<file path="config.mk">
export PLATFORM = sky130hd
export DESIGN_NAME = fzc_front
export DESIGN_NICKNAME = d
export VERILOG_FILES = /design/src/sv/fuzzy_angle_rate_controller_macros.svh /design/src/sv/fzc_pkg.sv /design/src/sv/fzc_front.sv
export SDC_FILE = /design/constraint.sdc
export NUM_CORES = 1
export LEC_CHECK = 0
export BUFFER_PORTS_ARGS = -buffer_cell sky130_fd_sc_hd__buf_2
export CAP_MARGIN = 10
export CORE_AREA = 10 10 271 273
export DETAILED_ROUTE_END_ITERATION = 7
export DIE_AREA = 0 0 281 283
export PLACE_DENSITY = 0.69
export SYNTH_ARGS = -nofsm -noshare
export SYNTH_HDL_FRONTEND = slang
export SYNTH_SLANG_ARGS = --single-unit
</file>
<file path="constraint.sdc">
create_clock -name clk_i -period 14.3 [get_ports clk_i]
set_clock_uncertainty 0.2 [all_clocks]
set_input_delay 2.145 -clock clk_i [delete_from_list [all_inputs] [get_ports clk_i]]
set_output_delay 2.145 -clock clk_i [all_outputs]
set_load 0.02 [all_outputs]
</file>
<file path="src/sv/fuzzy_angle_rate_controller_macros.svh">
// assertion helpers
`ifndef FUZZY_ANGLE_RATE_CONTROLLER_MACROS_SVH
`define FUZZY_ANGLE_RATE_CONTROLLER_MACROS_SVH

`define FZC_ASSERT_IMPL(label, ante, cons) \
  label: assert property (@(posedge clk_i) disable iff (!rst_ni) (ante) |-> (cons)) \
    else $error("fzc assertion failed");

`define FZC_ASSERT_NEVER(label, expr) \
  label: assert property (@(posedge clk_i) disable iff (!rst_ni) !(expr)) \
    else $error("fzc assertion failed");

`endif

</file>
<file path="src/sv/fzc_pkg.sv">
package fzc_pkg;

  localparam int SAMPLE_BITS    = 12;
  localparam int FRACTION_BITS  = 8;
  localparam int POINT_BITS     = 12;
  localparam int SETS           = 5;
  localparam int RULES          = SETS * SETS;
  localparam int LANES          = 2 * SETS;
  localparam int CFG_BITS       = 5 * POINT_BITS;
  localparam int CFG_INDEX_BITS = 3;
  localparam int CODE_BITS      = 3;
  localparam int RULES_LOW      = 13;
  localparam int RULE_LOW_BITS  = RULES_LOW * CODE_BITS;
  localparam int RULE_HIGH_BITS = (RULES - RULES_LOW) * CODE_BITS;
  localparam int DRIVE_BITS     = 13;
  localparam int WEIGHT_BIG     = 10;

  localparam int DIFF_BITS   = ((SAMPLE_BITS > POINT_BITS) ? SAMPLE_BITS : POINT_BITS) + 1;
  localparam int SPAN_BITS   = DIFF_BITS - 1;
  localparam int DIV_STEPS   = FRACTION_BITS;
  localparam int MF_BITS     = FRACTION_BITS + 1;
  localparam int SQ_BITS     = 2 * FRACTION_BITS + 1;
  localparam int PART_BITS   = SQ_BITS + 3;
  localparam int ACC_BITS    = SQ_BITS + 5;
  localparam int SQRT_STEPS  = (ACC_BITS + 1) / 2;
  localparam int SQRT_BITS   = ACC_BITS + 1;
  localparam int STR_BITS    = SQRT_STEPS;
  localparam int DEN_BITS    = STR_BITS + 3;
  localparam int MAG_BITS    = STR_BITS + 4;
  localparam int QUO_STEPS   = FRACTION_BITS + 4;
  localparam int DVD_BITS    = MAG_BITS + FRACTION_BITS + 1;
  localparam int QDEPTH      = 2;

  localparam int BACK_STAGES = DIV_STEPS + 3 + SQRT_STEPS + 1 + QUO_STEPS + 1;
  localparam int LATENCY     = BACK_STAGES + 2;

  localparam logic [RULE_LOW_BITS-1:0]  RULE_LOW_RESET  = 39'd146484236800;
  localparam logic [RULE_HIGH_BITS-1:0] RULE_HIGH_RESET = 36'd39249359459;

  typedef enum logic [CFG_INDEX_BITS-1:0] {
    CFG_ANGLE_A, CFG_ANGLE_B, CFG_ANGLE_C,
    CFG_RATE_A, CFG_RATE_B, CFG_RATE_C,
    CFG_RULE_LOW, CFG_RULE_HIGH
  } cfg_index_e;

  typedef struct packed {
    logic [2:0][CFG_BITS-1:0]   angle;
    logic [2:0][CFG_BITS-1:0]   rate;
    logic [RULE_LOW_BITS-1:0]   rule_low;
    logic [RULE_HIGH_BITS-1:0]  rule_high;
  } cfg_t;

  typedef struct packed {
    logic signed [SAMPLE_BITS-1:0] angle_sample;
    logic signed [SAMPLE_BITS-1:0] rate_sample;
  } in_item_t;

  typedef struct packed {
    logic signed [DRIVE_BITS-1:0] drive_value;
    logic                         no_rule_fired;
  } out_item_t;

  typedef struct packed {
    logic [LANES-1:0]                one;
    logic [LANES-1:0][SPAN_BITS-1:0] num;
    logic [LANES-1:0][SPAN_BITS-1:0] den;
  } front_item_t;

  function automatic logic signed [POINT_BITS-1:0] get_point(input cfg_t c, input int axis,
                                                             input int k);
    logic [CFG_BITS-1:0] r;
    if (axis == 0) r = c.angle[k / 5];
    else r = c.rate[k / 5];
    return r[(k % 5) * POINT_BITS +: POINT_BITS];
  endfunction

  function automatic logic [CODE_BITS-1:0] rule_code(input cfg_t c, input int r);
    if (r < RULES_LOW) return c.rule_low[CODE_BITS * r +: CODE_BITS];
    else return c.rule_high[CODE_BITS * (r - RULES_LOW) +: CODE_BITS];
  endfunction

endpackage

</file>
<file path="src/sv/fzc_front.sv">
module fzc_front (
  input  logic                clk_i,
  input  logic                rst_ni,
  input  logic                start_i,
  input  fzc_pkg::in_item_t   item_i,
  output logic                busy_o,
  input  fzc_pkg::cfg_t       cfg_i,
  output logic                valid_o,
  output fzc_pkg::front_item_t item_o,
  input  logic                ready_i
);
  import fzc_pkg::*;

  logic        valid_q, valid_d, load;
  front_item_t item_q, item_d;

  assign load   = !valid_q || ready_i;
  assign busy_o = !load;
  assign valid_d = load ? start_i : valid_q;

  always_comb begin
    logic signed [DIFF_BITS-1:0] x, p0, p1, p2;
    int s;
    item_d = '0;
    for (int l = 0; l < LANES; l++) begin
      s  = l % SETS;
      x  = (l < SETS) ? DIFF_BITS'(item_i.angle_sample) : DIFF_BITS'(item_i.rate_sample);
      p0 = DIFF_BITS'(get_point(cfg_i, l / SETS, 3 * s));
      p1 = DIFF_BITS'(get_point(cfg_i, l / SETS, 3 * s + 1));
      p2 = DIFF_BITS'(get_point(cfg_i, l / SETS, 3 * s + 2));
      item_d.one[l] = 1'b0;
      item_d.num[l] = '0;
      item_d.den[l] = SPAN_BITS'(1);
      if (s == 0) begin
        if (x < p1) begin
          item_d.one[l] = 1'b1;
        end else if (x < p2) begin
          item_d.num[l] = SPAN_BITS'(p2 - x);
          item_d.den[l] = SPAN_BITS'(p2 - p1);
        end
      end else if (s == SETS - 1) begin
        if (x >= p1) begin
          item_d.one[l] = 1'b1;
        end else if (x >= p0) begin
          item_d.num[l] = SPAN_BITS'(x - p0);
          item_d.den[l] = SPAN_BITS'(p1 - p0);
        end
      end else begin
        if (x >= p0 && x < p1) begin
          item_d.num[l] = SPAN_BITS'(x - p0);
          item_d.den[l] = SPAN_BITS'(p1 - p0);
        end else if (x >= p1 && x < p2) begin
          item_d.num[l] = SPAN_BITS'(p2 - x);
          item_d.den[l] = SPAN_BITS'(p2 - p1);
        end
      end
    end
  end

  always_ff @(posedge clk_i or negedge rst_ni) begin
    if (!rst_ni) valid_q <= 1'b0;
    else valid_q <= valid_d;
  end

  always_ff @(posedge clk_i) begin
    if (load && start_i) item_q <= item_d;
  end

  assign valid_o = valid_q;
  assign item_o  = item_q;
endmodule

</file>
### After elaboration in Yosys (flattened, before gate mapping)

Index checks and enable logic that the tools add are counted.

| storage, ports and cells | value |
|---|---|
| word-level logic and storage cells | 138 |
| input bits | 463 |
| output and inout port bits | 252 |
| register bits after elaboration | 245 |

| cells by class | value |
|---|---|
| bitwise gates (word level) | 4 |
| reductions and logical operators | 20 |
| add/subtract/negate cells | 32 |
| magnitude comparators | 32 |
| multiplexer cells | 28 |

Operator list:

| kind | count |
|---|---|
| subtractor 12 bit | 32 |
| 2-to-1 mux 12 bit | 24 |
| >= comparator 12 bit | 16 |
| < comparator 12 bit | 16 |
| logical AND 1 bit | 13 |
| OR reduction 2 bit | 4 |
| 2-to-1 mux 1 bit | 4 |
| NOT 1 bit | 4 |
| logical NOT 1 bit | 2 |
| logical OR 1 bit | 1 |

### Depth between registers and ports, before layout

Gate-level depths: netlist (run 1).

| depth | value |
|---|---|
| depth in word-level cells | 4 |
| depth in mapped cells | 12 |
| gate-level depth less buffers | 11 |

### Worst setup path before layout (run 1)

No wires, ideal clock.

| timing | value |
|---|---|
| path type | input -> register |
| start point | in ready_i |
| end point | reg item_q, in the netlist item_o[0], enable pin |
| stages on the path | 2 |
| arrival | 7.822 ns |
| path buffers | 0 |
| data required time | 13.465 ns |
| library setup time | 0.635 ns |
| slack | 5.642 ns |
| path through | nand2b_1 and2_1 |

| between the ends | value |
|---|---|
| word-level cells in the longest chain between the ends | 2 |

Ends and longest elaborated chain:

| what | RTL line | source |
|---|---|---|
| start: declaration | fzc_front.sv:10 | `input logic ready_i` |
| logical OR 1 bit | fzc_front.sv:17 | `assign load = !valid_q \|\| ready_i;` |
| logical AND 1 bit | fzc_front.sv:66 | `if (load && start_i) item_q <= item_d;` |
| end signal: assignment | fzc_front.sv:66 |  |
| end: declaration | fzc_front.sv:15 | `front_item_t item_q, item_d;` |

No other way between the ends.
A chain may end at the register's enable or synchronous reset.

==> results.json, run 1 <==
{
  "clk_latency_ns": 0.56,
  "synthTopCellsByCount": "ha_1, inv_1, edfxtp_1",
  "grt_first_pass_wirelength_um": 160700,
  "m1WireLength_um": 47170,
  "yosys_register_bits": 245,
  "cts.root.buffer_cell": "clkbuf_16",
  "die_h_um": 283,
  "synth-edff-count": 244,
  "fin_hold_ws_ns": 0.3575,
  "slew_headroom_pct": 32.57,
  "post_synth_inst_count": 3185,
  "nets": 4761,
  "detail-route-antenna-nets": 0,
  "ff2ff_path_depth": 4,
  "drt_pass1_iterations": 6,
  "path_depth": 11,
  "tritoncts": "done",
  "rsz0062_at_grt": "no",
  "number_of_cells_in_the_design_after_placement": 4625,
  "power-per-cell-area_nw_per_um2": 95.75,
  "post_cts_buffers": 0,
  "crit_arrival_ns": 6.18,
  "timing.final.max_slew_violations": 0,
  "via_count_of_the_first_global_routing_pass": 26330,
  "drc": 0,
  "startpoint_type": "input port",
  "core.rowCount": 96,
  "final.period_utilization_pct": 42.50,
  "synth-main-ff-cell": "edfxtp_1",
  "synth_async_sr_flop_share_pct": 0.4082,
  "initial_core_util_pct": 41.50,
  "syn-cell-area_um2": 28260,
  "path_category_of_the_worst_min_delay_check": "register to register",
  "yosysMostFrequentCell": "ha_1",
  "layout-area-overhead-vs-synth_pct": 18.01,
  "dp_hpwl_um": 88350,
  "critical_path.n_buffers_inverters": 3,
  "remaining_overflow_grt": 0,
  "die_x_um": 281,
  "stdcell_area_um2": 33350,
  "detailroute.wirelength.met2_um": 46920,
  "overall_global_routing_usage_pct": 26.17,
  "setup.worst_path.end_class": "register",
  "final-hold-violation-count": 0,
  "crit_path_top_delay_cell": "nand2_1",
  "floorplan.die_area_um2": 79520,
  "fin_cells": 4700,
  "timing.critical_path.cells": "buf_2 -> inv_1 -> buf_4 -> ha_1 -> fa_1 -> nand2b_1 -> a21oi_1 -> a41oi_1 -> o311ai_0 -> nand2_1 -> o32ai_1",
  "total_leakage_power_nw": 15.68,
  "num_io_pins": 715,
  "worst_ir_drop_vdd_v": 0.00006899,
  "worst_path_largest_cell_delay_ns": 0.74,
  "post_synth.cell_area_avg_um2": 8.874,
  "grt_start_max_net_pins": 174,
  "clock_sink_count": 245,
  "achievable-frequency_mhz": 164.6,
  "worst-endpoint-required_ns": 14.41,
  "setup_tns_ns": 0,
  "cts_hold_buffers": 0,
  "via_count": 27340,
  "max-cap-violations": 0,
  "wl_per_cell_um": 23.08,
  "weighted_congestion_reported_at_the_end_of_routability_driven_placement": 0.9737,
  "tightestPinTransition_ns": 1.011,
  "status": "completed",
  "timing.final.crit_period_ns": 6.077,
  "min_delay_path_depth": 2,
  "timing.critical_path.fanout_max": 23,
  "yosysWarnings": 0,
  "n_fill_cell": 6583,
  "clock_pin_transition_on_the_worst_setup_and_hold_timing_paths_ns": 0.05,
  "via_per_inst": 5.817,
  "core_footprint_um2": 68110,
  "route.top_layer_used": "met5",
  "critPathKind": "input port to register",
  "number_of_antenna_violations_at_the_first_check_in_global_routing": 23,
  "synth_sequential_area_ratio_pct": 26.01,
  "postLayoutSetupSlackWorst_ns": 8.223,
  "yosys.area.top_type": "edfxtp_1",
  "initialDrtViolationCount": 2374,
  "place.port_buffers": 585,
  "endpoints_failing_setup": 0,
  "cts-htree-levels": 2,
  "synth_top_area_share_pct": 25.92,
  "totalWireLength_um": 108500,
  "cts_max_path_buffers": 3,
  "drive_gt1_share_pct": 18.19,
  "cts_resized": 0,
  "placed_cell_area_um2": 32170,
  "numCtsBuffers": 34,
  "routed-wl-met3_um": 10440,
  "yosysUniqueCellTypes": 75,
  "ranking_of_synthesized_cells_by_area": "edfxtp_1, ha_1, inv_1",
  "critPathTopFamily": "compound AO/OA/AOI/OAI gates",
  "preCtsSetupSlack_ns": 7.806
}
power by group:
| part | leakage (nW) | switching (mW) | internal (mW) | total [mW] |
|---|---|---|---|---|
| combinational | 12.7 | 0.840 | 0.511 | 1.35 |
| clock | 0.550 | 0.361 | 0.533 | 0.894 |
| sequential | 2.39 | 0.0326 | 0.916 | 0.949 |
cell families (layout without fill, tap and decap cells):
family	after synthesis	after routing	share of synthesized area, %
compound gates	881	881	20.51
xor+xnor	258	258	7.995
fa+ha+maj	518	518	23.78
buf+inv	381	995	5.295
flops	245	245	26.01
mux	13	13	0.4648
other cells	1	20	0.01327
simple gates	888	888	15.93
through the flow:
step / util, % / power [mW]
after global routing: 48.96 / 3.376
after global placement: 47.24 / 2.277
after floorplan: - / 1.870
after CTS: 48.90 / 3.201
after detailed placement: 47.24 / 2.287
final: 48.97 / 3.194
sequential cells by signal, summed over array words and instances, names as in the netlist:
register / cells
item_o: 244
valid_o: 1
cell usage in the layout (no fill, tap or decap), types with 10 or more instances in the layout:
cell type,n
clkbuf_16,34
nor4_1,17
o41a_1,10
nand2b_1,79
o21bai_1,19
ha_1,486
nor2_1,233
o31a_1,18
buf_2,585
o21ai_0,160
xnor2_1,132
and4_1,18
and3_1,31
a41oi_1,15
inv_1,341
nand3_1,48
edfxtp_1,244
or3_1,34
nor2b_1,71
o32ai_1,23
o211ai_1,13
fa_1,32
xor2_1,126
o31ai_1,19
mux2i_1,12
o22ai_1,109
nand4_1,59
nand2_1,140
a31oi_1,23
or2_2,16
diode_2,14
a21oi_1,225
o21a_1,75
a21o_1,57
a211oi_1,34
nor3_1,115
layout make-up:
type                            instances  area (µm²)  share of cell area (%)
Clock buffer                           38       875.8                   2.626
Clock inverter                         22       255.2                  0.7653
Inverter                              341        1280                   3.838
Antenna cell                           14       35.03                  0.1050
Timing Repair Buffer                  594        3015                   9.041
Multi-Input combinational cell       2564       19440                   58.27
Tap cell                              882        1104                   3.309
Sequential cell                       245        7352                   22.04
worst min-delay path, cell delays in order, from the launching register on:
cell	delay, ns
dfrtp_1	0.34
nand2b_1	0.10
nand2b_1	0.08
worst paths after layout:
kind,from,to,slack (ns)
hold reg to reg,valid_o$_DFFE_PN0N_,valid_o$_DFFE_PN0N_,0.36
min in group asynchronous,rst_ni,valid_o$_DFFE_PN0N_,1.15
hold / removal,valid_o$_DFFE_PN0N_,valid_o$_DFFE_PN0N_,0.36
max in group asynchronous,rst_ni,valid_o$_DFFE_PN0N_,12.67
setup / recovery,item_i[0],item_o[106]$_DFFE_PP_,8.22
setup reg to reg,valid_o$_DFFE_PN0N_,item_o[35]$_DFFE_PP_,11.30
layer usage:
metal	up-vias	track usage, %
li1	13040	-
met1	12870	35.62
met2	1191	40.24
met3	221	5.738
met4	20	9.060
met5	-	0
Power figures use the tool's default switching activity.
==> run 2: changes to the inputs <==
- PLACE_DENSITY: 0.69 -> 0.72
- clock period: 14.3 -> 5 ns (I/O delays scaled with it)
==> run 2 against run 1 <==
Combinational power rose to 2.9 times the previous value. Hold slack got worse by 0.16 ns. Clock power rose to 3.1 times the previous value. Non-clock buffer count rose by 42. Register-to-register slack got worse by 8.6 ns. Power rose to 2.9 times the previous value. Cell area rose by 1.3%. Cell count rose by 1.0%. Global-route usage fell by 0.14 points. First-iteration DRC count fell by 0.84%. Sequential cell count did not move. Largest cell class unchanged.
==> results.json, run 2 (synthesis results as in run 1) <==
{
  "crit_arrival_ns": 3.99,
  "power-per-cell-area_nw_per_um2": 277.5,
  "multi_input_comb_area_um2": 19440,
  "tritoncts": "done",
  "initialDrtViolationCount": 2354,
  "total_leakage_power_nw": 15.94,
  "post_cts_buffers": 0,
  "via_per_inst": 5.806,
  "critPathKind": "input port to register",
  "core_footprint_um2": 68110,
  "timing.final.max_slew_violations": 0,
  "nets": 4805,
  "via_count_of_the_first_global_routing_pass": 26220,
  "totalWireLength_um": 109200,
  "routed-wl-met3_um": 11080,
  "route.top_layer_used": "met5",
  "via_count": 27570,
  "die_x_um": 281,
  "layout-area-overhead-vs-synth_pct": 19.60,
  "final-hold-violation-count": 0,
  "drive_gt1_share_pct": 19.11,
  "detail-route-antenna-nets": 0,
  "die_h_um": 283,
  "num_io_pins": 715,
  "fin_hold_ws_ns": 0.1962,
  "clock_sink_count": 245,
  "m1WireLength_um": 46820,
  "max-cap-violations": 0,
  "tightestPinTransition_ns": 0.9729,
  "setup_tns_ns": 0,
  "worst-endpoint-required_ns": 5.12,
  "dp_hpwl_um": 90080,
  "number_of_antenna_violations_at_the_first_check_in_global_routing": 27,
  "worst_ir_drop_vdd_v": 0.0002366,
  "final.period_utilization_pct": 77.48,
  "detailroute.wirelength.met2_um": 47300,
  "stdcell_area_um2": 33800,
  "clock_pin_transition_on_the_worst_setup_and_hold_timing_paths_ns": 0.06,
  "numCtsBuffers": 36,
  "core.rowCount": 96,
  "cts_max_path_buffers": 3,
  "place.port_buffers": 585,
  "grt_start_max_net_pins": 61,
  "number_of_cells_in_the_design_after_placement": 4667,
  "placed_cell_area_um2": 32510,
  "endpoints_failing_setup": 0,
  "rsz0062_at_grt": "no",
  "path_category_of_the_worst_min_delay_check": "input port to register",
  "drt_pass1_iterations": 5,
  "initial_core_util_pct": 41.50,
  "overall_global_routing_usage_pct": 26.04,
  "timing.final.crit_period_ns": 3.874,
  "postLayoutSetupSlackWorst_ns": 1.126,
  "startpoint_type": "input port",
  "weighted_congestion_reported_at_the_end_of_routability_driven_placement": 0.9898,
  "preCtsSetupSlack_ns": 0.6962,
  "achievable-frequency_mhz": 258.1,
  "wl_per_cell_um": 23.00,
  "layout_common_cells": "buf_2, ha_1, inv_1, edfxtp_1, nor2_1",
  "n_fill_cell": 6453,
  "grt_first_pass_wirelength_um": 159200,
  "drc": 0,
  "sequential_cell_area_in_the_final_layout_um2": 7352,
  "floorplan.die_area_um2": 79520,
  "cts.root.buffer_cell": "clkbuf_16",
  "remaining_overflow_grt": 0,
  "clk_latency_ns": 0.56,
  "slew_headroom_pct": 34.95,
  "cts-htree-levels": 2,
  "largest_register_ff_count": 244,
  "fin_cells": 4749,
  "setup.worst_path.end_class": "register",
  "timing.critical_path.fanout_max": 12,
  "status": "completed",
  "layout_commonest_cell": "buf_2"
}
## run 2: worst max-delay path, stage by stage
cell      delay [ns]
buf_2           0.16
inv_1           0.16
ha_1            0.26
fa_1            0.40
nand2b_1        0.15
a21oi_1         0.34
a41oi_1         0.12
o311ai_2        0.52
nand2_1         0.44
buf_4           0.33
o22ai_1         0.35
## run 2: where the power goes
group	switching, mW	leakage, nW	internal, mW	total [mW]
Combinational	2.41	12.9	1.50	3.91
Sequential	0.104	2.39	2.62	2.72
Clock	1.05	0.607	1.69	2.75
Total	3.56	15.9	5.82	9.38
## run 2: area by class of cell
type,instances,share of cell area [%]
Clock buffer,43,2.869
Timing Repair Buffer,636,9.913
Tap cell,882,3.265
Antenna cell,16,0.1184
Clock inverter,22,0.7995
Multi-Input combinational cell,2564,57.50
Sequential cell,245,21.75
Inverter,341,3.787
## run 2: layer usage
metal / track usage [%] / vias up
met5: 0 / -
met4: 9.598 / 18
met3: 6.009 / 224
met2: 39.95 / 1283
met1: 35.10 / 12890
li1: - / 13150
## run 2: final timing paths
check / start / endpoint / slack, ns / depth (start not counted)
max: item_i[0] / item_o[203]$_DFFE_PP_ / 1.13 / 11
min reg2reg: valid_o$_DFFE_PN0N_ / valid_o$_DFFE_PN0N_ / 0.34 / 2
min: start_i / valid_o$_DFFE_PN0N_ / 0.20 / 2
max reg2reg: valid_o$_DFFE_PN0N_ / item_o[106]$_DFFE_PP_ / 2.75 / 3
max in group asynchronous: rst_ni / valid_o$_DFFE_PN0N_ / 4.20 / 2
min in group asynchronous: rst_ni / valid_o$_DFFE_PN0N_ / 0.30 / 2
## run 2: through the flow
stage	utilization (%)	total power [mW]
CTS	49.57	9.374
detailed placement	47.74	6.585
finish	49.63	9.380
floorplan	-	5.334
global route	49.62	9.880
global placement	47.74	6.550
## run 2: repair_timing
item                                    in CTS  in global routing
hold buffers                                 1                  0
endpoints found under the setup margin       0                  0
hold endpoints to repair                     1                  0
gates resized for setup                      0                  0
