===== config.mk =====
export PLATFORM = sky130hd
export DESIGN_NAME = fzc_queue
export DESIGN_NICKNAME = d
export VERILOG_FILES = /design/src/sv/fuzzy_angle_rate_controller_macros.svh /design/src/sv/fzc_pkg.sv /design/src/sv/fzc_queue.sv
export SDC_FILE = /design/constraint.sdc
export NUM_CORES = 1
export LEC_CHECK = 0
export BUFFER_PORTS_ARGS = -buffer_cell sky130_fd_sc_hd__buf_2
export CORE_UTILIZATION = 43
export CTS_CLUSTER_DIAMETER = 150
export DETAILED_ROUTE_END_ITERATION = 10
export HOLD_SLACK_MARGIN = 0.1
export PLACE_DENSITY = 0.64
export SLEW_MARGIN = 10
export SYNTH_ARGS = -nofsm -noshare
export SYNTH_HDL_FRONTEND = slang
export SYNTH_SLANG_ARGS = --single-unit

===== constraint.sdc =====
create_clock -name clk_i -period 32.5 [get_ports clk_i]
set_input_delay 0 -clock clk_i [delete_from_list [all_inputs] [get_ports clk_i]]
set_output_delay 0 -clock clk_i [all_outputs]
set_load 0.05 [all_outputs]

===== src/sv/fuzzy_angle_rate_controller_macros.svh =====
// assertion helpers
`ifndef FUZZY_ANGLE_RATE_CONTROLLER_MACROS_SVH
`define FUZZY_ANGLE_RATE_CONTROLLER_MACROS_SVH

`define FZC_ASSERT_IMPL(label, ante, cons) \
  label: assert property (@(posedge clk_i) disable iff (!rst_ni) (ante) |-> (cons)) \
    else $error("fzc assertion failed");

`define FZC_ASSERT_NEVER(label, expr) \
  label: assert property (@(posedge clk_i) disable iff (!rst_ni) !(expr)) \
    else $error("fzc assertion failed");

`endif


===== src/sv/fzc_pkg.sv =====
package fzc_pkg;

  localparam int SAMPLE_BITS    = 12;
  localparam int FRACTION_BITS  = 8;
  localparam int POINT_BITS     = 12;
  localparam int SETS           = 5;
  localparam int RULES          = SETS * SETS;
  localparam int LANES          = 2 * SETS;
  localparam int CFG_BITS       = 5 * POINT_BITS;
  localparam int CFG_INDEX_BITS = 3;
  localparam int CODE_BITS      = 3;
  localparam int RULES_LOW      = 13;
  localparam int RULE_LOW_BITS  = RULES_LOW * CODE_BITS;
  localparam int RULE_HIGH_BITS = (RULES - RULES_LOW) * CODE_BITS;
  localparam int DRIVE_BITS     = 13;
  localparam int WEIGHT_BIG     = 10;

  localparam int DIFF_BITS   = ((SAMPLE_BITS > POINT_BITS) ? SAMPLE_BITS : POINT_BITS) + 1;
  localparam int SPAN_BITS   = DIFF_BITS - 1;
  localparam int DIV_STEPS   = FRACTION_BITS;
  localparam int MF_BITS     = FRACTION_BITS + 1;
  localparam int SQ_BITS     = 2 * FRACTION_BITS + 1;
  localparam int PART_BITS   = SQ_BITS + 3;
  localparam int ACC_BITS    = SQ_BITS + 5;
  localparam int SQRT_STEPS  = (ACC_BITS + 1) / 2;
  localparam int SQRT_BITS   = ACC_BITS + 1;
  localparam int STR_BITS    = SQRT_STEPS;
  localparam int DEN_BITS    = STR_BITS + 3;
  localparam int MAG_BITS    = STR_BITS + 4;
  localparam int QUO_STEPS   = FRACTION_BITS + 4;
  localparam int DVD_BITS    = MAG_BITS + FRACTION_BITS + 1;
  localparam int QDEPTH      = 2;

  localparam int BACK_STAGES = DIV_STEPS + 3 + SQRT_STEPS + 1 + QUO_STEPS + 1;
  localparam int LATENCY     = BACK_STAGES + 2;

  localparam logic [RULE_LOW_BITS-1:0]  RULE_LOW_RESET  = 39'd146484236800;
  localparam logic [RULE_HIGH_BITS-1:0] RULE_HIGH_RESET = 36'd39249359459;

  typedef enum logic [CFG_INDEX_BITS-1:0] {
    CFG_ANGLE_A, CFG_ANGLE_B, CFG_ANGLE_C,
    CFG_RATE_A, CFG_RATE_B, CFG_RATE_C,
    CFG_RULE_LOW, CFG_RULE_HIGH
  } cfg_index_e;

  typedef struct packed {
    logic [2:0][CFG_BITS-1:0]   angle;
    logic [2:0][CFG_BITS-1:0]   rate;
    logic [RULE_LOW_BITS-1:0]   rule_low;
    logic [RULE_HIGH_BITS-1:0]  rule_high;
  } cfg_t;

  typedef struct packed {
    logic signed [SAMPLE_BITS-1:0] angle_sample;
    logic signed [SAMPLE_BITS-1:0] rate_sample;
  } in_item_t;

  typedef struct packed {
    logic signed [DRIVE_BITS-1:0] drive_value;
    logic                         no_rule_fired;
  } out_item_t;

  typedef struct packed {
    logic [LANES-1:0]                one;
    logic [LANES-1:0][SPAN_BITS-1:0] num;
    logic [LANES-1:0][SPAN_BITS-1:0] den;
  } front_item_t;

  function automatic logic signed [POINT_BITS-1:0] get_point(input cfg_t c, input int axis,
                                                             input int k);
    logic [CFG_BITS-1:0] r;
    if (axis == 0) r = c.angle[k / 5];
    else r = c.rate[k / 5];
    return r[(k % 5) * POINT_BITS +: POINT_BITS];
  endfunction

  function automatic logic [CODE_BITS-1:0] rule_code(input cfg_t c, input int r);
    if (r < RULES_LOW) return c.rule_low[CODE_BITS * r +: CODE_BITS];
    else return c.rule_high[CODE_BITS * (r - RULES_LOW) +: CODE_BITS];
  endfunction

endpackage


===== src/sv/fzc_queue.sv =====
module fzc_queue (
  input  logic                 clk_i,
  input  logic                 rst_ni,
  input  logic                 valid_i,
  input  fzc_pkg::front_item_t item_i,
  output logic                 ready_o,
  output logic                 valid_o,
  output fzc_pkg::front_item_t item_o
);
  import fzc_pkg::*;

  localparam int PTR_BITS = (QDEPTH > 1) ? $clog2(QDEPTH) : 1;
  localparam int CNT_BITS = $clog2(QDEPTH + 1);

  front_item_t         mem_q [QDEPTH];
  logic [PTR_BITS-1:0] wp_q, rp_q;
  logic [CNT_BITS-1:0] cnt_q;
  logic                push, pop;

  assign ready_o = cnt_q != CNT_BITS'(QDEPTH);
  assign valid_o = cnt_q != '0;
  assign push    = valid_i && ready_o;
  assign pop     = valid_o;
  assign item_o  = mem_q[rp_q];

  always_ff @(posedge clk_i or negedge rst_ni) begin
    if (!rst_ni) begin
      wp_q  <= '0;
      rp_q  <= '0;
      cnt_q <= '0;
    end else begin
      if (push) wp_q <= (wp_q == PTR_BITS'(QDEPTH - 1)) ? '0 : wp_q + 1'b1;
      if (pop) rp_q <= (rp_q == PTR_BITS'(QDEPTH - 1)) ? '0 : rp_q + 1'b1;
      cnt_q <= cnt_q + CNT_BITS'(push) - CNT_BITS'(pop);
    end
  end

  always_ff @(posedge clk_i) begin
    if (push) mem_q[wp_q] <= item_i;
  end
endmodule


---- Word level (Yosys, flattened, before mapping) ----
Memory sizes are Yosys's and may differ from the RTL's.
Cells that the tools add are included.
cells by class
  add/sub/neg operators ................... 4
  equality and inequality tests ........... 1
  mux-type cells .......................... 4
  reduce and logical (&&, ||, !) cells .... 2
operator list
  cell                   count
  $mux W1                4
  $add A1 B1 Y1 const B  2
  $add A2 B1 Y2          1
  $ne A2 B2 Y1 const B   1
  $reduce_bool A2 Y1     1
  $sub A2 B1 Y2          1
  $logic_and A1 B1 Y1    1
storage, ports and cells
  bits in registers ....................... 4
  RAM bits ................................ 500
  bits of input ports ..................... 253
  word-level logic and storage cells ...... 15
  memories kept ........................... 1
memory list
  memory  words  width  rd ports  clocked after Yosys merged registers in  write ports  line             source
  mem_q   2      250    1         0                                        1            fzc_queue.sv:15  front_item_t mem_q [QDEPTH];

---- Logic depth before layout (Yosys ltp) ----
Gate-level depths: netlist of the first run.
  word-level depth ........................ 4
  depth in mapped cells ................... 4
  gate-level depth less buffers ........... 3

---- Worst setup path after synthesis of the first run ----
OpenSTA, ideal clock, no wires.
  kind .................................... register to register
  from .................................... register cnt_q[0]
  to ...................................... memory mem_q[0][0] in the netlist's numbering, enable pin
  library setup time ...................... 867 ps
  arrival time ............................ 11345 ps
  setup slack ............................. 20289 ps
  cell stages (with the launch flop) ...... 4
  path buffers ............................ 0
  clock period less this slack ............ 12211 ps
  path through ............................ dfrtp_1 > nand2b_1 > nand2_1 > nor2_1
on the way
  cells in the longest elaborated chain, start to end .. 4
ends and longest elaborated chain
  what                           line             source
  from (decl)                    fzc_queue.sv:17  logic [CNT_BITS-1:0] cnt_q;
  from (signal assigned)         fzc_queue.sv:34  cnt_q <= cnt_q + CNT_BITS'(push) - CNT_BITS'(pop);
  $ne A2 B2 Y1                   fzc_queue.sv:20  assign ready_o = cnt_q != CNT_BITS'(QDEPTH);
  via ready_o                    fzc_queue.sv:6   output logic ready_o,
  $logic_and A1 B1 Y1            fzc_queue.sv:22  assign push = valid_i && ready_o;
  $mux W1                        fzc_queue.sv:39  if (push) mem_q[wp_q] <= item_i;
  $mux W1 (implied by the code)  fzc_queue.sv:39
  to (decl)                      fzc_queue.sv:15
The timed path passes the listed nets, and every way through them passes these cells.

==> results of run 1 <==
routing by layer:
metal | wire (um) | vias up
met5 | 10 | -
met4 | 1770 | 2
met3 | 2840 | 102
met2 | 21400 | 393
met1 | 16100 | 5087
li1 | - | 4780
cells by family (layout without fill, tap and decap cells):
| family | after synthesis | in the layout | share of synthesized area |
|---|---|---|---|
| xor+xnor | 2 | 2 | 0.000923 |
| other cells | 0 | 5 | 0 |
| buf+inv | 28 | 868 | 0.0146 |
| simple gates | 7 | 7 | 0.00204 |
| flops | 504 | 504 | 0.796 |
| mux | 250 | 250 | 0.186 |
worst max path at each step:
stage	startpoint	to	slack (ns)	cells past startpoint
finish	rp_q	item_o[14]	28.61	4
global route	rp_q	item_o[19]	28.42	4
CTS	rp_q	item_o[13]	28.54	4
detailed placement	cnt_q[1]	mem_q[1][62]	29.03	4
global placement	cnt_q[1]	mem_q[1][64]	29.05	4
floorplan	cnt_q[0]	mem_q[0][0]	20.29	3
flip-flops by register name (all words and copies together) (netlist names):
register	cells
rp_q	1
cnt_q	2
mem_q	500
wp_q	1
layout make-up:
cell class | instances | area share
antenna | 5 | 0.000476
sequential | 504 | 0.575
clock buffer | 61 | 0.0516
timing repair buffer | 775 | 0.198
multi-input combinational | 259 | 0.137
clock inverter | 32 | 0.0107
tap | 585 | 0.0278
stage by stage:
step	total power, mW	instances
2_1_floorplan	1.80	791
3_3_place_gp	1.95	1863
3_5_place_dp	1.96	1863
4_1_cts	2.55	2216
5_1_grt	2.62	2220
6_report	2.54	2221
power by group through the flow:
| stage | combinational (mW) | clock [mW] | sequential (mW) |
|---|---|---|---|
| after floorplan | 0.863 | 0 | 0.940 |
| after global placement | 1.04 | 0 | 0.911 |
| after detailed placement | 1.04 | 0 | 0.916 |
| after CTS | 1.07 | 0.584 | 0.903 |
| after global routing | 1.10 | 0.609 | 0.912 |
| final | 1.06 | 0.572 | 0.902 |
cells in the mapped netlist:
library cell  count  area [um^2]
nand2_1           1         3.75
buf_6            22          248
mux2_4          190         2850
xnor2_1           1         8.76
dfrtp_1           4          100
buf_2             6         30.0
mux2_2           60          676
edfxtp_1        500        15000
xor2_1            1         8.76
or2_2             1         6.26
nor2_1            1         3.75
and3_1            1         6.26
and2_1            1         6.26
nand2b_1          2         12.5
what timing repair did:
item	CTS	global route
endpoints found under the setup margin	0	0
hold endpoints to repair	534	0
hold buffers	260	0
cells in the final DEF, fill, tap and decap left out, types with 2 or more instances in the layout:
cell type      instances
buf_2                504
edfxtp_1             500
dlygate4sd3_1        260
mux2_4               190
mux2_2                60
clkbuf_16             53
clkinv_1              13
buf_4                 11
clkinv_2              10
clkbuf_1               8
diode_2                5
bufinv_16              5
dfrtp_1                3
nand2b_1               2
inv_6                  2
critical path: stages (launching register included):
cell	delay (ns)
dfrtp_4	0.83
buf_4	0.80
buf_4	0.90
mux2_2	0.42
buf_2	0.21
==> metrics.csv, run 1 <==
stage;metric;value;unit
yosys;Seq/Total Area, Yosys;0.796;
floorplan;initial core utilization;0.439;
yosys;Distinct cells, synth;14;
timing;final worst slack;28.61;ns
grt;GRT Total Usage;0.180;
floorplan;Die H;212;um
clock_network;H-tree levels;2;
routing;ANT nets after route;0;
clock_network;Skew-Pair Late Insertion Delay;0.58;ns
yosys;synthesized instance count;791;
routing;final WL;42000;um
grt;GR peak layer;met2;
timing;Slew HR;0.271;
clock_network;CTS Buffer Depth;3;
clock_network;total CTS buffers;52;
critical_path;crit-path max FO;61;
routing;via count;10400;
critical_path;worst r2r dst;mem_q[1][51];
clock_network;post-CTS setup buffers;0;
critical_path;crit path kind;flop to primary output;
grt;GR met1 Demand/Resource;0.206;
final_layout;Area growth syn-to-layout;38.6;%
job;Max Cap Viol;0;
final_layout;fin nets;1845;
yosys;Synth Cell Area;0.0190;mm^2
final_layout;fin util;0.608;
grt;global-route wire length before repair;61200;um
timing;Slew Limit Fails;0;
status;status;completed;
power_and_ir_drop;LEAKAGE;10.5;nW
power_and_ir_drop;clock power share;0.225;
routing;residual DRC count;0;
grt;pin count of the biggest net entering global routing;77;
power_and_ir_drop;Sequential Power Share;0.356;
critical_path;Critical Path RT;32.50;ns
yosys;Avg Synthesized Cell Area;24.0;um^2
yosys;syn_nets;1044;
placed_design;GP Congestion;0.792;
floorplan;width of the die;212;um
final_layout;layout cell share with drive strength beyond 1;0.516;
critical_path;CP endpoint kind;primary output;
critical_path;reg2reg path depth;4;
clock_network;CTS tree;built;
timing;final setup fails;0;
routing;DR iter-0 viols;523;
floorplan;total die area;0.0450;mm^2
timing;achievable frequency;257;MHz
power_and_ir_drop;Internal;1.53;mW
power_and_ir_drop;PwrDens;96.4;mW/mm^2
power_and_ir_drop;power share of the combinational group;0.419;
final_layout;footprint of the multi-input gates;0.00360;mm^2
timing;Total Negative Setup Slacks;0;ns
grt;GR Layer Usage met3;0.0483;
timing;clock skew;0.0197;ns
grt;met2 GRT Util;0.310;
timing;final cycle utilization of the critical path;0.120;
clock_network;PostCTS Resize Cnt;0;
hold_path;WHS Endpoint;mem_q[1][144];
hold_path;Hold Crit Class;input pin to flop;
clock_network;Root Driver;clkbuf_16;
critical_path;CP Data Arrival Time;3.89;ns
yosys;Seq cells post-synth;504;
placed_design;half-perimeter wire length after detailed placement;26800;um
placed_design;Placed Area;0.0221;mm^2
critical_path;r2r setup slk;29.05;ns
final_layout;post-route design area;0.0263;mm^2
timing;Fin Hold WS;0.140;ns
hold_path;HP Start;item_i[144];
routing;Pre-antenna DRT Iters;4;
hold_path;Worst Hold Path Cells;2;
placed_design;I/O Buffers;504;
grt;vias in the first global route;11200;
power_and_ir_drop;Switch Pwr;1.01;mW
grt;global route overflow;0;
clock_network;CTS Sinks;504;
floorplan;row count;76;
floorplan;Core Region;0.0433;mm^2
timing;Final Hold Vio Count;0;
timing;Period minus WS final;3.89;ns
power_and_ir_drop;Sw Share;0.396;
routing;DR WL/cell;18.9;um
critical_path;RR Startpoint;cnt_q[1];
placed_design;setup slack at placement;29.03;ns
power_and_ir_drop;maximum VDD drop;0.0690;mV
timing;Worst-Margin Slew;1.09;ns
final_layout;filler instances;3129;
final_layout;FF+latch area;0.0151;mm^2
yosys;Synth Warn #;0;
floorplan;IO Count;505;
critical_path;CP startpoint kind;flop;
timing;RSZ-0062 raised after global routing;no;
clock_network;CTS clk-pin slew, worst paths;0.06;ns
routing;drt via density;4.67;
grt;initial antenna violation count;5;
No activity file was read; power rests on OpenSTA's default activity.
==> inputs of run 2 (changes only) <==
--- a/config.mk
+++ b/config.mk
@@ -5,12 +5,13 @@
 export SDC_FILE = /design/constraint.sdc
 export NUM_CORES = 1
 export LEC_CHECK = 0
+export ABC_AREA = 1
 export BUFFER_PORTS_ARGS = -buffer_cell sky130_fd_sc_hd__buf_2
 export CORE_UTILIZATION = 43
 export CTS_CLUSTER_DIAMETER = 150
 export DETAILED_ROUTE_END_ITERATION = 10
 export HOLD_SLACK_MARGIN = 0.1
-export PLACE_DENSITY = 0.64
+export PLACE_DENSITY = 0.67
 export SLEW_MARGIN = 10
 export SYNTH_ARGS = -nofsm -noshare
 export SYNTH_HDL_FRONTEND = slang
==> constraint.sdc (replaced) <==
create_clock -name clk_i -period 3.3 [get_ports clk_i]
set_input_delay 0 -clock clk_i [delete_from_list [all_inputs] [get_ports clk_i]]
set_output_delay 0 -clock clk_i [all_outputs]
set_load 0.05 [all_outputs]
==> run 2 against run 1 <==
  * Critical path depth grew 1
  * Combinational power grew to 9.1 times the previous value
  * Clock skew down 0.0041 ns
  * Sequential share of layout area rose by 1.1 points
  * Area after synthesis fell by 3.0%
  * Setup slack worse by 28 ns
  * Worst hold slack improved by 0.0050 ns
  * Routed wire length rose by 10%
  * Register-to-register slack worse by 28 ns
  * Clock power rose to 9.5 times the previous value
  * Largest cell class unchanged
  * Largest power group unchanged
==> metrics.csv, run 2 <==
stage;metric;value;unit
clock_network;CTS Buffer Depth;3;
floorplan;total die area;0.0436;mm^2
timing;final worst slack;0.464;ns
yosys;Synth Warn #;0;
final_layout;fin nets;2373;
timing;RSZ-0062 raised after global routing;no;
grt;global-route wire length before repair;70300;um
critical_path;cell count along the critical path;5;
clock_network;Skew-Pair Late Insertion Delay;0.58;ns
clock_network;H-tree levels;2;
final_layout;leading cell type in the layout, fill and taps excluded;nand2_1;
status;status;completed;
hold_path;Hold Crit Class;input pin to flop;
placed_design;setup slack at placement;1.06;ns
floorplan;Die H;209;um
yosys;ys async rst share;0.00794;
final_layout;Area growth syn-to-layout;40.2;%
routing;ANT nets after route;0;
clock_network;Root Driver;clkbuf_16;
critical_path;worst r2r dst;mem_q[0][139];
yosys;Avg Synthesized Cell Area;13.9;um^2
floorplan;Core Region;0.0420;mm^2
critical_path;Worst path max stage delay;0.72;ns
timing;Final Hold Vio Count;0;
critical_path;CP Data Arrival Time;2.84;ns
routing;DR iter-0 viols;871;
power_and_ir_drop;LEAKAGE;11.1;nW
yosys;ys flop type;edfxtp_1;
timing;Period minus WS final;2.84;ns
routing;residual DRC count;0;
critical_path;CP endpoint kind;primary output;
clock_network;CTS Sinks;504;
timing;clock skew;0.0156;ns
final_layout;Top reg by flops;mem_q;
final_layout;biggest registers after layout;mem_q: 500 flops, cnt_q: 2 flops;
clock_network;CTS tree;built;
timing;final cycle utilization of the critical path;0.859;
floorplan;initial core utilization;0.438;
critical_path;slowest CP cell;dfrtp_4;
final_layout;filler instances;3089;
final_layout;fin util;0.614;
yosys;Synth area leader;edfxtp_1;
timing;Fin Hold WS;0.145;ns
final_layout;number of flip-flops in the largest register;500;
routing;final WL;46400;um
critical_path;worst-path cell chain;inv_8 > buf_4 > nand2_1 > nand2_1 > buf_2;
grt;global route overflow;0;
clock_network;CTS clk-pin slew, worst paths;0.06;ns
routing;Pre-antenna DRT Iters;6;
grt;vias in the first global route;13100;
critical_path;Largest delay share family, worst path;buffers and inverters;
critical_path;crit path kind;flop to primary output;
timing;Worst-Margin Slew;0.926;ns
grt;GRT Total Usage;0.208;
timing;final setup fails;0;
yosys;Commonest cells post-synth;nand2_1 (756), edfxtp_1 (500), buf_2 (26);
yosys;main area contributors after synthesis;edfxtp_1 (82%), nand2_1 (15%), buf_6 (1.3%), buf_2 (0.71%), dfrtp_1 (0.54%);
routing;DR WL/cell;17.2;um
timing;Slew HR;0.383;
critical_path;RR Startpoint;wp_q;
placed_design;I/O Buffers;504;
routing;drt via density;4.75;
yosys;synthesized instance count;1326;
floorplan;IO Count;505;
critical_path;Worst Path Buf+Inv;3;
timing;Slew Limit Fails;0;
yosys;Distinct cells, synth;12;
hold_path;WHS Endpoint;mem_q[0][18];
clock_network;PostCTS Resize Cnt;0;
critical_path;Critical Path RT;3.30;ns
final_layout;most frequent cells in the layout;nand2_1 (754), buf_2 (504), edfxtp_1 (500);
hold_path;HP Start;item_i[18];
grt;pin count of the biggest net entering global routing;146;
power_and_ir_drop;PwrDens;888;mW/mm^2
critical_path;r2r setup slk;1.41;ns
placed_design;GP Congestion;0.820;
yosys;Seq/Total Area, Yosys;0.821;
routing;via count;12800;
final_layout;layout cell share with drive strength beyond 1;0.277;
yosys;Seq cells post-synth;504;
critical_path;CP dominant cell by count;nand2_1;
critical_path;crit-path max FO;98;
timing;achievable frequency;353;MHz
yosys;Post-synth EDFFs;500;
floorplan;width of the die;209;um
grt;initial antenna violation count;2;
power_and_ir_drop;maximum VDD drop;0.640;mV
critical_path;reg2reg path depth;4;
hold_path;Worst Hold Path Cells;2;
yosys;post-synth top area share;0.816;
yosys;top-count cell post-synth;nand2_1;
placed_design;half-perimeter wire length after detailed placement;27500;um
critical_path;CP startpoint kind;flop;
clock_network;total CTS buffers;50;
yosys;syn_nets;1579;
floorplan;row count;75;
yosys;Synth Cell Area;0.0184;mm^2
job;Max Cap Viol;0;
run 2: per-stage QoR:
step,cells,power (mW),setup TNS (ns),instance area [um^2]
after detailed placement,2332,17.3,0,21500
after global placement,2332,17.2,0,21500
after global routing,2700,23.8,0,25800
after floorplan,1326,15.2,-746.05,18500
after CTS,2698,23.0,0,25800
final,2701,22.9,0,25800
run 2: power by group:
part	internal (mW)	total [mW]	switching (mW)
Combinational	1.92	9.64	7.72
Sequential	7.60	7.81	0.213
Clock	3.16	5.46	2.30
run 2: layer usage:
layer  vias to the layer above  part of all wire  track usage
met5                         -                 0            0
met4                         0             0.035       0.0887
met3                       100             0.075       0.0544
met2                       537              0.51        0.366
met1                      6100              0.38        0.240
li1                       6085                 -            -
run 2: worst max path at each step:
stage	start	to	slack, ns
final	rp_q	item_o[41]	0.46
after global routing	rp_q	item_o[245]	0.25
after CTS	rp_q	item_o[245]	0.41
after detailed placement	rp_q	item_o[245]	1.06
after global placement	rp_q	item_o[245]	1.02
after floorplan	cnt_q[0]	mem_q[0][0]	-1.51
run 2: logic make-up after synthesis:
logic type,share of synthesized area
simple gates,0.155
flops,0.821
buf+inv,0.0237
xor+xnor,0.000476
run 2: cell type report:
| cell class | instances | area (um^2) | area share |
|---|---|---|---|
| Sequential cell | 504 | 15100 | 0.586 |
| Timing Repair Buffer | 797 | 5500 | 0.213 |
| Multi-Input combinational cell | 760 | 2900 | 0.112 |
| Antenna cell | 3 | 7.51 | 0.000291 |
| Clock inverter | 26 | 250 | 0.00969 |
| Clock buffer | 65 | 1330 | 0.0515 |
| Inverter | 7 | 37.5 | 0.00145 |
| Tap cell | 539 | 674 | 0.0261 |
run 2: worst register-to-register path, cell delays in order (launching register included):
cell        delay [ns]
dfrtp_1           0.38
inv_1             0.16
nand3_4           0.10
clkinvlp_4        0.11
buf_12            0.55
run 2: repair_timing:
item                                   CTS  global route
setup buffers                            0             0
hold buffers                           275             0
endpoints found under the hold margin  515             0
==> inputs of run 3 (changes only) <==
==> constraint.sdc (replaced) <==
create_clock -name clk_i -period 3.3 [get_ports clk_i]
set_input_delay 0.66 -clock clk_i [delete_from_list [all_inputs] [get_ports clk_i]]
set_output_delay 0.66 -clock clk_i [all_outputs]
set_load 0.05 [all_outputs]
==> run 3 against run 2 <==
  * First-iteration DRC count fell by 10%
  * Flip-flop and latch count stayed put
  * Non-clock buffer count decreased by 264
  * Critical endpoint is now item_o[136]
  * Critical path type unchanged
  * Clock skew shrank 0.0048 ns
  * Final area decreased by 10%
  * Core utilization is 6.2 points lower
  * Sequential power shrank 1%
  * Sequential share of layout area rose by 6.6 points
  * Critical path depth unchanged
  * Worst hold slack better by 0.12 ns
  * Clock power decreased by 2%
  * Cell count is 9.5% lower
==> metrics.csv, run 3 (synthesis results as in run 2) <==
stage;metric;value;unit
timing;RSZ-0062 raised after global routing;no;
clock_network;CTS tree;built;
grt;GRT Total Usage;0.188;
final_layout;layout cell share with drive strength beyond 1;0.319;
critical_path;reg2reg path depth;5;
clock_network;total CTS buffers;51;
floorplan;Die H;209;um
clock_network;CTS Sinks;504;
critical_path;Worst Path Buf+Inv;3;
placed_design;Placed Area;0.0216;mm^2
power_and_ir_drop;Sw Share;0.446;
clock_network;Root Driver;clkbuf_16;
critical_path;CP endpoint kind;primary output;
placed_design;half-perimeter wire length after detailed placement;28600;um
floorplan;IO Count;505;
critical_path;worst r2r dst;mem_q[0][217];
critical_path;CP Launch Point;rp_q;
routing;DR WL/cell;17.2;um
power_and_ir_drop;maximum VDD drop;0.667;mV
final_layout;number of flip-flops in the largest register;500;
power_and_ir_drop;PwrDens;970;mW/mm^2
final_layout;fin nets;2110;
power_and_ir_drop;clock power share;0.238;
critical_path;CP startpoint kind;flop;
timing;final setup fails;0;
power_and_ir_drop;Sequential Power Share;0.343;
critical_path;Critical Path RT;2.64;ns
critical_path;crit path kind;flop to primary output;
power_and_ir_drop;Internal;12.5;mW
floorplan;initial core utilization;0.438;
grt;global-route wire length before repair;62600;um
critical_path;RR Startpoint;cnt_q[1];
timing;Slew HR;0.568;
timing;Worst-Margin Slew;0.647;ns
critical_path;r2r setup slk;1.55;ns
routing;final WL;42100;um
timing;clock skew;0.0108;ns
placed_design;GP Congestion;0.805;
grt;initial antenna violation count;17;
final_layout;post-route design area;0.0232;mm^2
routing;ANT nets after route;0;
clock_network;CTS Buffer Depth;3;
routing;DR iter-0 viols;782;
critical_path;Worst path max stage delay;0.53;ns
grt;pin count of the biggest net entering global routing;130;
job;Max Cap Viol;0;
routing;via count;11600;
placed_design;I/O Buffers;504;
grt;global route overflow;0;
clock_network;H-tree levels;2;
critical_path;crit path capture;item_o[136];
timing;Final Hold Vio Count;0;
critical_path;slowest CP cell;dfrtp_4;
final_layout;biggest registers after layout;mem_q: 500 flops, cnt_q: 2 flops;
routing;Pre-antenna DRT Iters;5;
status;status;completed;
final_layout;Top reg by flops;mem_q;
critical_path;cell count along the critical path;5;
critical_path;Largest delay share family, worst path;buffers and inverters;
hold_path;Hold Crit Class;input pin to flop;
floorplan;width of the die;209;um
clock_network;CTS clk-pin slew, worst paths;0.06;ns
timing;final cycle utilization of the critical path;0.911;
timing;achievable frequency;333;MHz
power_and_ir_drop;LEAKAGE;10.0;nW
critical_path;CP dominant cell by count;nand2_1;
power_and_ir_drop;Switch Pwr;10.0;mW
final_layout;leading cell type in the layout, fill and taps excluded;nand2_1;
critical_path;crit-path max FO;68;
clock_network;Skew-Pair Late Insertion Delay;0.57;ns
critical_path;CP Data Arrival Time;2.35;ns
floorplan;Core Region;0.0420;mm^2
floorplan;total die area;0.0436;mm^2
power_and_ir_drop;power share of the combinational group;0.419;
floorplan;row count;75;
routing;residual DRC count;0;
final_layout;most frequent cells in the layout;nand2_1 (754), buf_2 (504), edfxtp_1 (500);
critical_path;worst-path cell chain;inv_8 > buf_12 > nand2_1 > nand2_1 > buf_2;
timing;Period minus WS final;3.01;ns
timing;Slew Limit Fails;0;
placed_design;setup slack at placement;0.871;ns
timing;final worst slack;0.295;ns
grt;vias in the first global route;11300;
final_layout;Area growth syn-to-layout;26.0;%
routing;drt via density;4.74;
## run 3: cell count changes in the layout (fill, tap and decap cells not counted), moves of 2 or more
cell / previous run / this run
clkinv_1: 9 / 14
buf_4: 11 / 17
bufinv_16: 4 / 2
dlygate4sd3_1: 275 / 1
clkinv_8: 2 / 0
buf_12: 7 / 11
diode_2: 3 / 8
clkbuf_16: 51 / 53
## run 3: per-layer routing
layer | part of all wire | routed length (um) | up-vias | global-route usage
li1 | - | - | 5573 | -
met1 | 0.38 | 16200 | 5450 | 0.221
met2 | 0.48 | 20400 | 454 | 0.305
met3 | 0.10 | 4190 | 92 | 0.0747
met4 | 0.030 | 1280 | 18 | 0.0814
met5 | 0.0026 | 110 | - | 0
## run 3: worst min-delay path by stage
| stage | startpoint | end | slack, ns | cells after the start |
|---|---|---|---|---|
| final | item_i[150] | mem_q[1][150] | 0.27 | 1 |
| after global routing | item_i[223] | mem_q[1][223] | 0.24 | 1 |
| after CTS | item_i[147] | mem_q[1][147] | 0.22 | 1 |
| after detailed placement | rst_ni | wp_q | 0.48 | 1 |
| after global placement | wp_q | wp_q | 0.45 | 2 |
| after floorplan | rst_ni | cnt_q[0] | 0.36 | 0 |
## run 3: final cells by class
| cell class | count | area, um^2 |
|---|---|---|
| multi-input combinational | 760 | 2900 |
| clock buffer | 67 | 1380 |
| fill | 3477 | 18900 |
| timing repair buffer | 533 | 2880 |
| inverter | 7 | 37.5 |
| antenna | 8 | 20.0 |
| clock inverter | 27 | 178 |
| sequential | 504 | 15100 |
| tap | 539 | 674 |
## run 3: power by group through the flow
stage,clock network (mW),registers [mW],logic (mW)
finish,5.35,7.72,9.43
global route,5.70,7.76,10.0
CTS,5.48,7.72,9.52
detailed placement,0,7.86,9.49
global placement,0,7.84,9.45
floorplan,0,7.88,7.29
## run 3: worst reg2reg max path, delay by kind of cell (launching register included)
kind / cells / cell delay [ns]
and+or+nand+nor: 2 / 0.23
DFF: 1 / 0.41
buffers and inverters: 3 / 0.77
## run 3: repair_timing
action	in CTS	in global routing
setup buffers	0	0
endpoints found under the hold margin	4	0
hold buffers	1	0
gates resized for setup	0	0
## run 3: through the flow
step           power (mW)  utilization  setup TNS (ns)  std cells  hold slack, ns
4_1_cts              22.7        0.551               0       2437           0.224
6_report             22.5        0.552               0       2445           0.270
2_1_floorplan        15.2            -         -769.43       1326           0.364
3_5_place_dp         17.3        0.514               0       2342           0.475
3_3_place_gp         17.3        0.514               0       2342           0.454
5_1_grt              23.5        0.551               0       2443           0.241
